**config.mk**
```make
export PLATFORM = sky130hd
export DESIGN_NAME = bnlj_cell
export DESIGN_NICKNAME = d
export VERILOG_FILES = /design/src/bnlj_pkg.sv /design/src/bnlj_cell.sv
export SDC_FILE = /design/constraint.sdc
export NUM_CORES = 1
export LEC_CHECK = 0
export BUFFER_PORTS_ARGS = -buffer_cell sky130_fd_sc_hd__buf_4
export CAP_MARGIN = 10
export CORE_ASPECT_RATIO = 0.75
export CORE_MARGIN = 3
export CORE_UTILIZATION = 36
export CTS_CLUSTER_SIZE = 24
export DETAILED_ROUTE_END_ITERATION = 10
export PLACE_DENSITY_LB_ADDON = 0.1
export RECOVER_POWER = 100
export REMOVE_ABC_BUFFERS = 1
export SLEW_MARGIN = 10
export SYNTH_ARGS = -nofsm -noshare
export SYNTH_HDL_FRONTEND = slang
export SYNTH_SLANG_ARGS = --single-unit
```
**constraint.sdc**
```tcl
create_clock -name aclk -period 1.5 [get_ports aclk]
set_input_delay 0.15 -clock aclk [delete_from_list [all_inputs] [get_ports aclk]]
set_output_delay 0.15 -clock aclk [all_outputs]
set_load 0.03 [all_outputs]
```
**src/bnlj_pkg.sv**
```systemverilog
// Shared types, codes and the key comparator for the block nested loop join.
// No dependencies; used by bnlj_cell and block_nested_loop_join.
`default_nettype none
package bnlj_pkg;

    // Operation codes carried in the input beat's tuser.
    localparam logic [1:0] OP_CLEAR = 2'd0;
    localparam logic [1:0] OP_LOAD  = 2'd1;
    localparam logic [1:0] OP_PROBE = 2'd2;

    // Comparison operator codes: outer key OP inner key.
    localparam logic [2:0] CMP_LT = 3'd0;
    localparam logic [2:0] CMP_GT = 3'd1;
    localparam logic [2:0] CMP_LE = 3'd2;
    localparam logic [2:0] CMP_GE = 3'd3;
    localparam logic [2:0] CMP_EQ = 3'd4;
    localparam logic [2:0] CMP_NE = 3'd5;

    localparam int          KEY_W      = 32;
    localparam int          TAG_W      = 32;
    localparam logic [2:0]  CMP_RESET  = CMP_EQ;

    // Per-cell control from the sequencer.
    typedef struct packed {
        logic load;   // capture the incoming outer row
        logic shift;  // take the neighbor's row this cycle
        logic wrap;   // this cell is the tail of the ring: take the head row
    } cell_ctrl_t;

    // Control state of the probe sequencer.
    typedef enum logic [2:0] {
        ST_IDLE  = 3'b001,
        ST_SCAN  = 3'b010,
        ST_FLUSH = 3'b100
    } seq_state_t;

    // Compare an outer key with an inner key; unused codes never match.
    function automatic logic key_match(input logic [2:0]       op,
                                       input logic [KEY_W-1:0] outer_key,
                                       input logic [KEY_W-1:0] inner_key);
        logic signed [KEY_W-1:0] a;
        logic signed [KEY_W-1:0] b;
        logic                    res;
        a = $signed(outer_key);
        b = $signed(inner_key);
        case (op)
            CMP_LT:  res = (a < b);
            CMP_GT:  res = (a > b);
            CMP_LE:  res = (a <= b);
            CMP_GE:  res = (a >= b);
            CMP_EQ:  res = (a == b);
            CMP_NE:  res = (a != b);
            default: res = 1'b0;
        endcase
        return res;
    endfunction

endpackage
`default_nettype wire

```
**src/bnlj_cell.sv**
```systemverilog
// One cell of the outer-row ring: holds a key and a tag, loads a new row,
// or takes its neighbor's row during a probe. Depends on bnlj_pkg.
`default_nettype none
module bnlj_cell (
    input  wire logic                         aclk,
    input  wire bnlj_pkg::cell_ctrl_t         ctrl,
    input  wire logic [bnlj_pkg::KEY_W-1:0]   load_key,
    input  wire logic [bnlj_pkg::TAG_W-1:0]   load_tag,
    input  wire logic [bnlj_pkg::KEY_W-1:0]   next_key,
    input  wire logic [bnlj_pkg::TAG_W-1:0]   next_tag,
    input  wire logic [bnlj_pkg::KEY_W-1:0]   head_key,
    input  wire logic [bnlj_pkg::TAG_W-1:0]   head_tag,
    output logic      [bnlj_pkg::KEY_W-1:0]   cell_key,
    output logic      [bnlj_pkg::TAG_W-1:0]   cell_tag
);

    logic [bnlj_pkg::KEY_W-1:0] key_reg;
    logic [bnlj_pkg::TAG_W-1:0] tag_reg;
    logic [bnlj_pkg::KEY_W-1:0] key_next;
    logic [bnlj_pkg::TAG_W-1:0] tag_next;

    // Select load, rotate from neighbor, wrap from head, or hold.
    always_comb begin
        key_next = key_reg;
        tag_next = tag_reg;
        if (ctrl.load) begin
            key_next = load_key;
            tag_next = load_tag;
        end else if (ctrl.shift) begin
            if (ctrl.wrap) begin
                key_next = head_key;
                tag_next = head_tag;
            end else begin
                key_next = next_key;
                tag_next = next_tag;
            end
        end
    end

    // Payload only, no reset.
    always_ff @(posedge aclk) begin
        key_reg <= key_next;
        tag_reg <= tag_next;
    end

    assign cell_key = key_reg;
    assign cell_tag = tag_reg;

endmodule
`default_nettype wire

```
**Word-level counts from Yosys, hierarchy flattened**

Cells that the tools add are included.

- Bits in registers: 64
- Input bits: 196
- Output and inout port bits: 64
- Logic and storage cells: 9

- Mux-type cells: 6
- Reduce and logical (&&, ||, !) cells: 1

Operators by type and width:

| operator | number |
|---|---|
| 32-bit two-way mux | 6 |
| 2-bit nonzero test | 1 |

**Longest topological paths before layout**

- Depth after elaboration: 3
- Mapped depth: 4

**Worst setup path after synthesis**

Ideal clock, no wire load.

- Path type: input port to flip-flop
- From: input port ctrl[2] in the netlist's numbering
- To: register key_reg, in the netlist cell_key[0] (enable)
- Arrival: 1.151 ns
- Data required time: 1.106 ns
- Path slack: -0.045 ns
- Stages: 2
- Cell sequence: buf_2 > or2_2

- Word-level cells in the longest chain between the ends: 1

Ends and longest elaborated chain:

| element | RTL line | text |
|---|---|---|
| start: declaration | bnlj_cell.sv:6 | `input wire bnlj_pkg::cell_ctrl_t ctrl,` |
| 2-bit nonzero test (no source line) | n/a |  |
| end signal: assignment | bnlj_cell.sv:42 | `key_reg <= key_next;` |
| end: declaration | bnlj_cell.sv:17 | `logic [bnlj_pkg::KEY_W-1:0] key_reg;` |

No other way between the ends.
A chain may end at the register's enable or synchronous reset.

**Worst setup path after layout**

- From: register tag_reg, in the netlist cell_tag[3]
- To: output port cell_tag[3] in the netlist's numbering

RTL lines:

| element | RTL line | text |
|---|---|---|
| start: declaration | bnlj_cell.sv:18 | `logic [bnlj_pkg::TAG_W-1:0] tag_reg;` |
| start signal: assignment | bnlj_cell.sv:43 | `tag_reg <= tag_next;` |
| end: declaration | bnlj_cell.sv:14 | `output logic [bnlj_pkg::TAG_W-1:0] cell_tag` |

No word-level cell between the ends.

==> results.sh <==
export IMPL_pin_count_of_the_biggest_net_entering_global_routing=129
export IMPL_clock_tree_buf_depth=2
export IMPL_yosys_warnings=0
export IMPL_nNetsFinal=728
export IMPL_drcViolationCount=0
export IMPL_fp_row_count=29
export IMPL_timing_worst_slew_pin_value_ns=0.764
export IMPL_hold_class="in2reg"
export IMPL_cts_buffers=9
export IMPL_avgViaCountPerCell=4.65
export IMPL_groute_usage_overall=0.186
export IMPL_finalWirelength_um=10600
export IMPL_synth_cell_types=11
export IMPL_clk_pin_slew_ns=0.05
export IMPL_io_pins=260
export IMPL_cp_end_kind="primary output"
export IMPL_hpwlAfterDp_um=8260
export IMPL_areaGrowthSynthToFinish_pct=59.1
export IMPL_cts_htree_levels=3
export IMPL_crit_share_post_route=0.773
export IMPL_leakage_nw=2.44
export IMPL_die_outline_area_mm2=0.0105
export IMPL_hold_path_endpoint="cell_key[29]"
export IMPL_worst_endpoint_required_ns=1.35
export IMPL_antenna_violations_before_repair=0
export IMPL_initial_utilization=0.382
export IMPL_detail_route_first_pass_iterations=4
export IMPL_fmax_ghz=0.863
export IMPL_numClockSinks=64
export IMPL_drt_wirelength_per_cell_um=16.5
export IMPL_whs_path_depth=3
export IMPL_min_period_ns=1.16
export IMPL_worstPathMaxFanout=1
export IMPL_vdd_drop_max_uv=520
export IMPL_power_per_cell_area_mw_per_mm2=1020
export IMPL_number_of_global_route_vias_before_repair=2904
export IMPL_syn_cell_area_mm2=0.00333
export IMPL_cp_top_family="buffers and inverters"
export IMPL_first_pass_grt_wire_length_um=14600
export IMPL_synth_area_per_cell_um2=12.0
export IMPL_final_fill_count=815
export IMPL_syn_inst=278
export IMPL_tritoncts_clock_tree="built"
export IMPL_clockRootBuffer="clkbuf_16"
export IMPL_timing_setup_tns_ns=0
export IMPL_cts_repair_resize_count=0
export IMPL_arrival_ns=1.01
export IMPL_num_vias=2997
export IMPL_cts_setup_buffers=0
export IMPL_layout_drive_gt1_share=0.397
export IMPL_die_h_um=89.3
export IMPL_hold_fix_buffers_at_cts=0
export IMPL_drt_iter0_markers=161
export IMPL_seq_area_frac_synth=0.577
export IMPL_final_core_util=0.608
export IMPL_placer_s_final_routability_congestion_estimate=0.784
export IMPL_min_from="load_key[29]"
export IMPL_worstSetupStartpointType="register"
export IMPL_cap_viol_max_count=0
export IMPL_grt_overflow_total=0
export IMPL_fp_dieW_um=117
export IMPL_place_port_buffers=259
export IMPL_synth_seq_cells=64
export IMPL_critical_path_cell_chain="clkbuf_1"
export IMPL_unrepaired_setup_endpoints_after_global_routing="false"
export IMPL_floorplan_core_area_mm2=0.00871
export IMPL_slowest_delay_ns=0.36
export IMPL_run_status="finished clean"
export IMPL_worst_setup_path_type="reg2out"
export IMPL_setup_viol=0
export IMPL_n_antenna_cell=0
export IMPL_critical_path_slowest_cell="clkbuf_1"
export IMPL_drtAntennaViolNets=0
export IMPL_critical_path_n_buffers_inverters=1
export IMPL_timing_slew_headroom=0.491
export IMPL_hold_viol_final=0
export IMPL_slew_violations=0
how the worst max path moves through the flow:
stage	startpoint	slack, ns	end	depth (start not counted)
after floorplan	ctrl[1]	0.13	cell_key[0]	1
after global placement	ctrl[2]	0.32	cell_key[23]	3
after detailed placement	ctrl[2]	0.32	cell_tag[15]	3
after CTS	cell_key[23]	0.44	cell_key[23]	1
after global routing	ctrl[2]	0.22	cell_key[13]	3
final	cell_tag[3]	0.34	cell_tag[3]	1
synth_stat cells:
master / n / area [µm²]
mux2i_1: 64 / 641
o21ai_1: 60 / 300
clkbuf_1: 6 / 22.5
buf_12: 6 / 120
buf_8: 1 / 15.0
buf_4: 1 / 7.51
o21ai_0: 4 / 20.0
nand2_1: 64 / 240
or2_2: 1 / 6.26
buf_2: 7 / 35.0
edfxtp_1: 64 / 1920
power breakdown:
group	internal [mW]	total [mW]	switching [mW]	leakage, nW
clock	1.10	1.79	0.690	0.125
sequential	2.22	2.27	0.0538	0.659
combinational	0.539	1.34	0.797	1.65
kinds of logic (layout without fill, tap and decap cells):
group,count (synthesis),count (layout),synth area share
buffers and inverters,21,279,0.0601
AO/OA/AOI/OAI,64,64,0.0962
AND/OR/NAND/NOR,65,65,0.0740
flip-flops,64,64,0.577
multiplexers,64,64,0.192
layout by cell type, fill, tap and decap left out, types with 2 or more instances in the layout:
cell	instances
clkinv_2	3
nand2_1	64
edfxtp_1	64
buf_4	194
o21ai_1	2
o21ai_0	62
mux2i_1	64
clkbuf_16	9
clkbuf_1	67
buf_12	3
layer usage:
metal | part of all wire | GRT usage | wire length, µm | vias up
li1 | - | - | - | 1527
met1 | 0.34 | 0.189 | 3580 | 1321
met2 | 0.53 | 0.343 | 5650 | 145
met3 | 0.13 | 0.0995 | 1340 | 4
met4 | 0.0041 | 0.0375 | 43 | 0
met5 | 0 | 0 | 0 | -
registers in the layout (all words and copies together) (netlist names):
| signal | cells |
|---|---|
| cell_key | 32 |
| cell_tag | 32 |
layout make-up:
| cell class | count | area (µm²) | area share |
|---|---|---|---|
| multi-input cells | 193 | 1210 | 0.228 |
| clock inverters | 4 | 22.5 | 0.00425 |
| repair buffers | 264 | 1780 | 0.335 |
| flip-flops and latches | 64 | 1920 | 0.363 |
| clock buffers | 11 | 233 | 0.0439 |
| well taps | 108 | 135 | 0.0255 |
per-stage QoR:
step | area [µm²] | cells | setup WS, ns | hold slack, ns | total power, mW
after floorplan | 3130 | 257 | 0.129 | 0.337 | 2.98
after global placement | 5300 | 629 | 0.324 | 0.429 | 3.84
after detailed placement | 5300 | 629 | 0.320 | 0.433 | 3.87
after CTS | 5550 | 644 | 0.438 | 0.103 | 5.68
after global routing | 5300 | 644 | 0.224 | 0.104 | 5.65
final | 5300 | 644 | 0.341 | 0.106 | 5.40
Note: power is estimated with default switching activity, not from simulation.
